### src/rtl/cfma_pkg.sv
// shared types and constants of the console fifo merger
`timescale 1ns / 1ps

package cfma_pkg;

  // default sizes
  localparam int BUF_DEPTH_DEF = 64;
  localparam int NUM_BUFS_DEF  = 4;

  // character handling
  localparam int          CHAR_W     = 8;
  localparam logic [7:0]  CTRL_LIMIT = 8'h20;
  localparam logic [7:0]  CHAR_NUL   = 8'h00;

  // command codes
  localparam logic CMD_WRITE = 1'b0;
  localparam logic CMD_SCAN  = 1'b1;

  // one input word
  typedef struct packed {
    logic              command;
    logic [1:0]        buffer_index;
    logic [CHAR_W-1:0] char_in;
    logic              tx_ready;
  } in_item_t;

  // one result word
  typedef struct packed {
    logic              write_ok;
    logic              send_valid;
    logic [CHAR_W-1:0] send_char;
    logic [1:0]        sent_from;
  } out_item_t;

  // controller to datapath
  typedef struct packed {
    logic capture;
    logic exec;
    logic finish;
  } ctrl_cmd_t;

  // datapath to controller
  typedef struct packed {
    logic pop_pending;
  } dp_stat_t;

endpackage

### src/rtl/cfma_ram.sv
// generic single-port ram with registered read
`timescale 1ns / 1ps

module cfma_ram #(
  parameter int WIDTH = 8,
  parameter int DEPTH = 256
) (
  input  logic                     clk_i,
  input  logic                     we_i,
  input  logic                     re_i,
  input  logic [$clog2(DEPTH)-1:0] addr_i,
  input  logic [WIDTH-1:0]         wdata_i,
  output logic [WIDTH-1:0]         rdata_o
);

  logic [WIDTH-1:0] mem_q [DEPTH];
  logic [WIDTH-1:0] rdata_q;

  // write port and registered read
  always_ff @(posedge clk_i) begin
    if (we_i) begin
      mem_q[addr_i] <= wdata_i;
    end
    if (re_i) begin
      rdata_q <= mem_q[addr_i];
    end
  end

  assign rdata_o = rdata_q;

endmodule

### src/rtl/cfma_ctrl.sv
// sequencing controller of the console fifo merger
`timescale 1ns / 1ps

module cfma_ctrl (
  input  logic                 clk_i,
  input  logic                 rst_ni,
  input  logic                 start,
  output logic                 busy,
  input  cfma_pkg::dp_stat_t   stat_i,
  output cfma_pkg::ctrl_cmd_t  cmd_o,
  output logic                 res_valid_o
);

  localparam logic [1:0] ST_IDLE = 2'd0;
  localparam logic [1:0] ST_EXEC = 2'd1;
  localparam logic [1:0] ST_READ = 2'd2;
  localparam logic [1:0] ST_RESP = 2'd3;

  logic [1:0] state_q, state_d;
  logic       accept;

  // a new word may enter while the previous result is shown
  assign busy   = (state_q == ST_EXEC) || (state_q == ST_READ);
  assign accept = start && !busy;

  // next state
  always_comb begin
    state_d = state_q;
    unique case (state_q)
      ST_IDLE: begin
        if (accept) state_d = ST_EXEC;
      end
      ST_EXEC: begin
        state_d = stat_i.pop_pending ? ST_READ : ST_RESP;
      end
      ST_READ: begin
        state_d = ST_RESP;
      end
      ST_RESP: begin
        state_d = accept ? ST_EXEC : ST_IDLE;
      end
      default: begin
        state_d = ST_IDLE;
      end
    endcase
  end

  always_ff @(posedge clk_i or negedge rst_ni) begin
    if (!rst_ni) begin
      state_q <= ST_IDLE;
    end else begin
      state_q <= state_d;
    end
  end

  // commands to the datapath
  assign cmd_o.capture = accept;
  assign cmd_o.exec    = (state_q == ST_EXEC);
  assign cmd_o.finish  = (state_q == ST_READ);
  assign res_valid_o   = (state_q == ST_RESP);

endmodule

### src/rtl/cfma_dp.sv
// datapath: fifo pointers, round-robin choice, message lock and result word
`timescale 1ns / 1ps

module cfma_dp #(
  parameter int BUF_DEPTH = cfma_pkg::BUF_DEPTH_DEF,
  parameter int NUM_BUFS  = cfma_pkg::NUM_BUFS_DEF
) (
  input  logic                 clk_i,
  input  logic                 rst_ni,
  input  cfma_pkg::in_item_t   item_i,
  input  cfma_pkg::ctrl_cmd_t  cmd_i,
  output cfma_pkg::dp_stat_t   stat_o,
  output cfma_pkg::out_item_t  res_o
);

  localparam int PTR_W  = $clog2(BUF_DEPTH);
  localparam int CNT_W  = $clog2(BUF_DEPTH + 1);
  localparam int BUF_W  = $clog2(NUM_BUFS);
  localparam int ADDR_W = $clog2(NUM_BUFS * BUF_DEPTH);

  cfma_pkg::in_item_t  item_q;
  cfma_pkg::out_item_t res_q;

  logic [PTR_W-1:0] rptr_q [NUM_BUFS];
  logic [PTR_W-1:0] wptr_q [NUM_BUFS];
  logic [CNT_W-1:0] fill_q [NUM_BUFS];
  logic [BUF_W-1:0] scan_q;
  logic             locked_q;
  logic [BUF_W-1:0] lock_buf_q;
  logic [BUF_W-1:0] from_q;

  logic [NUM_BUFS-1:0] nonempty;
  logic                rr_found;
  logic [BUF_W-1:0]    rr_buf;
  logic                is_write, scan_go, widx_ok, wr_ok, pop_found;
  logic [BUF_W-1:0]    wbuf, pop_buf, sel;
  logic [PTR_W-1:0]    ptr_sel, ptr_next;
  logic [ADDR_W-1:0]   ram_addr;
  logic [cfma_pkg::CHAR_W-1:0] rd_char;

  // occupancy flags
  always_comb begin
    for (int j = 0; j < NUM_BUFS; j++) begin
      nonempty[j] = (fill_q[j] != '0);
    end
  end

  // rotating priority search, starting after the last buffer served
  always_comb begin : rr_search
    logic [BUF_W:0] sum;
    rr_found = 1'b0;
    rr_buf   = '0;
    sum      = '0;
    for (int k = NUM_BUFS; k >= 1; k--) begin
      sum = {1'b0, scan_q} + (BUF_W+1)'(k);
      if (sum >= (BUF_W+1)'(NUM_BUFS)) sum = sum - (BUF_W+1)'(NUM_BUFS);
      if (nonempty[BUF_W'(sum)]) begin
        rr_found = 1'b1;
        rr_buf   = BUF_W'(sum);
      end
    end
  end

  // decode of the held word
  assign is_write  = (item_q.command == cfma_pkg::CMD_WRITE);
  assign scan_go   = (item_q.command == cfma_pkg::CMD_SCAN) && item_q.tx_ready;
  assign widx_ok   = (32'(item_q.buffer_index) < NUM_BUFS);
  assign wbuf      = BUF_W'(item_q.buffer_index);
  assign pop_buf   = locked_q ? lock_buf_q : rr_buf;
  assign pop_found = scan_go && (locked_q ? nonempty[lock_buf_q] : rr_found);
  assign sel       = is_write ? wbuf : pop_buf;
  assign wr_ok     = is_write && widx_ok && (fill_q[sel] != CNT_W'(BUF_DEPTH));

  // pointer of the selected buffer and its wrapped successor
  assign ptr_sel  = is_write ? wptr_q[sel] : rptr_q[sel];
  assign ptr_next = (ptr_sel == PTR_W'(BUF_DEPTH - 1)) ? '0 : ptr_sel + PTR_W'(1);
  assign ram_addr = ADDR_W'(sel) * ADDR_W'(BUF_DEPTH) + ADDR_W'(ptr_sel);

  assign stat_o.pop_pending = pop_found;

  // character store
  cfma_ram #(
    .WIDTH (cfma_pkg::CHAR_W),
    .DEPTH (NUM_BUFS * BUF_DEPTH)
  ) u_store (
    .clk_i   (clk_i),
    .we_i    (cmd_i.exec && wr_ok),
    .re_i    (cmd_i.exec && pop_found),
    .addr_i  (ram_addr),
    .wdata_i (item_q.char_in),
    .rdata_o (rd_char)
  );

  // fifo pointers and fill counts
  always_ff @(posedge clk_i or negedge rst_ni) begin
    if (!rst_ni) begin
      for (int j = 0; j < NUM_BUFS; j++) begin
        rptr_q[j] <= '0;
        wptr_q[j] <= '0;
        fill_q[j] <= '0;
      end
    end else if (cmd_i.exec) begin
      for (int j = 0; j < NUM_BUFS; j++) begin
        if (sel == BUF_W'(j)) begin
          if (wr_ok) begin
            wptr_q[j] <= ptr_next;
            fill_q[j] <= fill_q[j] + CNT_W'(1);
          end else if (pop_found) begin
            rptr_q[j] <= ptr_next;
            fill_q[j] <= fill_q[j] - CNT_W'(1);
          end
        end
      end
    end
  end

  // round-robin position and message lock
  always_ff @(posedge clk_i or negedge rst_ni) begin
    if (!rst_ni) begin
      scan_q     <= BUF_W'(NUM_BUFS - 1);
      locked_q   <= 1'b0;
      lock_buf_q <= '0;
    end else if (cmd_i.exec) begin
      if (pop_found && !locked_q) scan_q <= pop_buf;
    end else if (cmd_i.finish) begin
      if (!locked_q && (rd_char >= cfma_pkg::CTRL_LIMIT)) begin
        locked_q   <= 1'b1;
        lock_buf_q <= from_q;
      end else if (locked_q && (rd_char < cfma_pkg::CTRL_LIMIT)) begin
        locked_q <= 1'b0;
      end
    end
  end

  // held word, source buffer and result word
  always_ff @(posedge clk_i) begin
    if (cmd_i.capture) begin
      item_q <= item_i;
    end
    if (cmd_i.exec) begin
      from_q           <= pop_buf;
      res_q.write_ok   <= wr_ok;
      res_q.send_valid <= 1'b0;
      res_q.send_char  <= cfma_pkg::CHAR_NUL;
      res_q.sent_from  <= 2'b00;
    end else if (cmd_i.finish) begin
      res_q.write_ok   <= 1'b0;
      res_q.send_valid <= (rd_char != cfma_pkg::CHAR_NUL);
      res_q.send_char  <= rd_char;
      res_q.sent_from  <= 2'(from_q);
    end
  end

  assign res_o = res_q;

endmodule

### src/rtl/console_fifo_mux_arbiter_core.sv
// top level of the console fifo merger
`timescale 1ns / 1ps

// Keeps NUM_BUFS byte fifos of BUF_DEPTH entries and merges them onto one
// console output. A word is taken at a clock edge with start high and busy
// low; its result appears on res_o for exactly one cycle with res_valid_o
// high, and the receiver cannot stall it. A write, or a scan that dequeues
// nothing, goes through states EXEC and RESP; a scan dequeuing a character
// also visits READ, the registered read of the shared character store. The
// next word may be taken in the cycle its predecessor's result is shown.
// Scans pick fifos round-robin starting after the last one served; a
// printable character locks onto its fifo until a control character
// arrives from it, and NUL is dequeued but not sent. A full fifo rejects a
// write with write_ok low. The store needs no clearing after reset.
module console_fifo_mux_arbiter_core #(
  parameter int BUF_DEPTH = cfma_pkg::BUF_DEPTH_DEF,
  parameter int NUM_BUFS  = cfma_pkg::NUM_BUFS_DEF
) (
  input  logic                 clk_i,
  input  logic                 rst_ni,
  input  logic                 start,
  output logic                 busy,
  input  cfma_pkg::in_item_t   item_i,
  output logic                 res_valid_o,
  output cfma_pkg::out_item_t  res_o
);

  cfma_pkg::ctrl_cmd_t cmd;
  cfma_pkg::dp_stat_t  stat;

  // sequencing
  cfma_ctrl u_ctrl (
    .clk_i       (clk_i),
    .rst_ni      (rst_ni),
    .start       (start),
    .busy        (busy),
    .stat_i      (stat),
    .cmd_o       (cmd),
    .res_valid_o (res_valid_o)
  );

  // fifos, arbitration and result
  cfma_dp #(
    .BUF_DEPTH (BUF_DEPTH),
    .NUM_BUFS  (NUM_BUFS)
  ) u_dp (
    .clk_i  (clk_i),
    .rst_ni (rst_ni),
    .item_i (item_i),
    .cmd_i  (cmd),
    .stat_o (stat),
    .res_o  (res_o)
  );

endmodule

### config.mk
export PLATFORM = sky130hd
export DESIGN_NAME = console_fifo_mux_arbiter_core
export DESIGN_NICKNAME = d
export VERILOG_FILES = /design/src/rtl/cfma_pkg.sv /design/src/rtl/cfma_ram.sv /design/src/rtl/cfma_ctrl.sv /design/src/rtl/cfma_dp.sv /design/src/rtl/console_fifo_mux_arbiter_core.sv
export SDC_FILE = /design/constraint.sdc
export NUM_CORES = 2
export LEC_CHECK = 0
export BUFFER_PORTS_ARGS = -buffer_cell sky130_fd_sc_hd__buf_2
export CORE_MARGIN = 5
export CORE_UTILIZATION = 30
export DETAILED_ROUTE_END_ITERATION = 16
export PLACE_DENSITY_LB_ADDON = 0.2
export SLEW_MARGIN = 20
export SYNTH_ARGS = -nofsm -noshare
export SYNTH_HDL_FRONTEND = slang
export SYNTH_SLANG_ARGS = --single-unit
### constraint.sdc
create_clock -name clk_i -period 6.5 [get_ports clk_i]
set_clock_uncertainty 0.05 [all_clocks]
set_input_delay 0.65 -clock clk_i [delete_from_list [all_inputs] [get_ports clk_i]]
set_output_delay 0.65 -clock clk_i [all_outputs]
set_load 0.01 [all_outputs]
==> impl_metrics.yaml <==
run_status:
  status: "complete, no violations"
detailed_routing:
  first_pass_iters: 6
  drt_iter0_markers: 7497
  drt-vias-per-instance: 5.36
  ant_nets: 0
  wl_mm: 341
  vias: 59500
  remaining_drc_errors: 0
  wl_per_cell_um: 30.8
logic_synthesis:
  synth_edf_count: 2071
  synth-seq-area-share_pct: 73.3
  synth_area_um2: 88000
  synth_ff_type: "edfxtp_1"
  syn-num-nets: 6633
  synthCells: 6584
  ys_ff_latch: 2165
  ys_types: 96
  syn_area_per_cell_um2: 13.4
  async_reset_ff_share_pct: 3.83
  yosysWarnings: 0
cells_and_area:
  drive_gt1_share_pct: 14.2
  final_util_pct: 35.6
  area_delta_synth_final_pct: 17.8
  final_area_um2: 104000
  nets: 7029
  fill_cells: 28400
  register_area_um2: 64500
  multi_input_area_um2: 21500
grt:
  use_met2_pct: 33.9
  grt_use_total_pct: 21.8
  grt_max_degree: 164
  grt_overflow_total: 0
  grt_pass1_wl_mm: 471
  met1_usage_pct: 30.4
  use_met3_pct: 4.35
  busiest_layer: "met2"
  antenna_found_initial: 13
  grt_pass1_vias: 56700
run:
  max-cap-violations: 0
power_and_ir_drop:
  power.total_w: 0.0589
  p_leak_nw: 35.5
  ir_worst_vdd_mv: 0.609
  p_per_area_nw_per_um2: 568
die:
  num_rows: 198
  die_w_um: 552
  io_pins: 29
  core_um2: 292000
  start_util_pct: 30.2
  die_h_um: 552
  die_area_um2: 304000
worst_setup_path:
  path_cells: "or4_1 > or4_4 > a311oi_4 > nor2_2 > o311a_1 > a22o_4 > clkinv_16 > buf_12 > buf_12 > buf_4 > mux2i_2 > o22ai_1 > a31oi_2 > buf_4 > o21ai_0 > nor3_1 > buf_4 > o2111ai_1"
  worst-path-stages: 18
  critPathKind: "reg -> reg"
  crit_fanout: 97
  endpoint_kind: "flop"
  cp_top_family: "compound AO/OA/AOI/OAI gates"
  critPathLaunch: "u_dp.fill_q[25]"
  cpMostUsedCell: "buf_4"
  worst_setup_path_start_kind: "flop"
  r2r-start: "u_dp.fill_q[25]"
  cp.required_ns: 7.06
  cp_num_buf_inv: 6
  critPathMaxStageDelay_ns: 0.66
  critical_path_arrival_ns: 6.93
  slowest_stage: "or4_1"
  r2r_cells: 18
sta:
  max_freq_mhz: 157
  min_period_ns: 6.37
  max_slew_margin_pct: 6.97
  setup-violations-final: 0
  hold_violations: 0
  worst_pin_slew_ns: 1.40
  drv_slew: 0
  fin_tns_setup_ns: 0
  hold_ws_ns: 0.0809
  rsz0062_at_grt: "false"
  fin_crit_sh_pct: 98.0
cts:
  clk_pin_slew_ns: 0.06
  ctsHtreeMaxLevel: 4
  cts_num_sinks: 2165
  cts_made_buffers: 232
  tritoncts: "done"
  cts_buffer_depth: 3
  post-cts-setup-buffer-count: 0
  ctsRootBufferMaster: "clkbuf_16"
  clk_latency_ns: 0.88
min_path:
  worstHoldPathCells: 4
  min_from: "start"
  hp-class: "in -> reg"
placed_design:
  dp_hpwl_mm: 221
  postPlaceCellArea_um2: 95900
  gp_congestion: 0.912
  io_buffer_count: 28
==> cell usage after synthesis (97+ instances only) <==
master	n	area, µm²
edfxtp_1	2071	62200
nand2_1	1722	6460
nand3_1	583	2920
nor2_1	347	1300
mux2i_1	202	2020
buf_2	178	891
a21oi_1	117	586
clkbuf_1	117	439
a32oi_1	108	946
and3_1	104	651
a31oi_1	102	638
nand4_1	97	607
==> area by class of cell <==
class	count	area share, %
inverters	21	0.109
clock inverters	147	1.40
flip-flops and latches	2165	62.2
clock buffers	289	5.89
diodes	10	0.0241
well taps	3900	4.71
multi-input cells	3983	20.7
repair buffers	577	4.93
==> kinds of logic (layout without fill, tap and decap cells) <==
group / Yosys count / count (layout) / synth area share (%)
AND/OR/NAND/NOR: 2978 / 2978 / 14.5
multiplexers: 248 / 248 / 3.06
XOR/XNOR: 31 / 31 / 0.309
AO/OA/AOI/OAI: 692 / 692 / 5.72
adder cells (fa/ha/maj): 34 / 34 / 0.518
buffers and inverters: 436 / 1034 / 2.57
other: 0 / 10 / 0
flip-flops: 2165 / 2165 / 73.3
==> cell usage in the layout (no fill, tap or decap), types with 16 or more instances in the layout <==
cell type / instances
a211oi_1: 27
a21oi_1: 117
a221o_1: 16
a311oi_1: 70
a31oi_1: 101
a32oi_1: 108
and3_1: 104
buf_12: 65
buf_2: 28
buf_4: 470
bufinv_16: 22
clkbuf_1: 50
clkbuf_16: 234
clkinv_1: 61
clkinv_2: 41
dfrtp_1: 81
edfxtp_1: 2071
ha_1: 30
inv_1: 19
mux2_2: 32
mux2i_1: 198
nand2_1: 1715
nand3_1: 583
nand4_1: 97
nor2_1: 325
nor2_2: 22
nor2b_1: 16
nor3_1: 31
nor4_1: 23
o211ai_1: 17
o21ai_0: 83
o22ai_1: 17
xnor2_1: 23
==> flip-flops by register name, indices dropped and copies added, names as in the netlist <==
register / flops
u_dp.scan_q: 2
u_dp.u_store.rdata_o: 8
u_dp.fill_q: 28
u_dp.locked_q: 1
u_dp.res_o: 12
u_dp.wptr_q: 24
u_dp.u_store.mem_q: 2048
u_ctrl.state_q: 2
u_dp.lock_buf_q: 2
u_dp.wbuf: 2
u_dp.from_q: 2
u_dp.item_q: 10
u_dp.rptr_q: 24
==> final timing paths <==
kind	slack, ns	endpoint
setup / recovery	0.13	u_dp.u_store.rdata_o[1]
hold / removal	0.08	u_ctrl.state_q[1]
setup reg to reg	0.13	u_dp.u_store.rdata_o[1]
hold reg to reg	0.43	u_dp.rptr_q[22]
max in group asynchronous	5.32	u_dp.rptr_q[5]
min in group asynchronous	0.14	u_ctrl.state_q[0]
==> per-layer routing <==
layer,up-vias,part of all wire [%]
li1,25300,-
met3,497,8.4
met4,0,4.2
met1,30900,42
met5,-,0
met2,2767,45
==> worst min-delay path: cells and delay by family <==
kind,cells,cell delay [ns]
buf+inv,2,0.12
compound gates,2,0.16
==> metrics by stage <==
stage          cells  worst slack [ns]
6_report       11100             0.129
5_1_grt        11100            0.0383
4_1_cts        11100            0.0382
3_5_place_dp   10600            -0.661
3_3_place_gp   10600            -0.940
2_1_floorplan   6584              1.15
==> report_power, final <==
part	total (W)	switching (W)	internal (W)
combinational	0.0285	0.0205	0.00797
clock	0.0133	0.00573	0.00754
sequential	0.0171	0.000373	0.0167
==> what timing repair did <==
item	CTS	global route
gates resized for setup	8	6
hold endpoints to repair	16	0
endpoints found under the setup margin	2	4
pin swaps	2	2
hold buffers	13	0
Power figures use the tool's default switching activity.
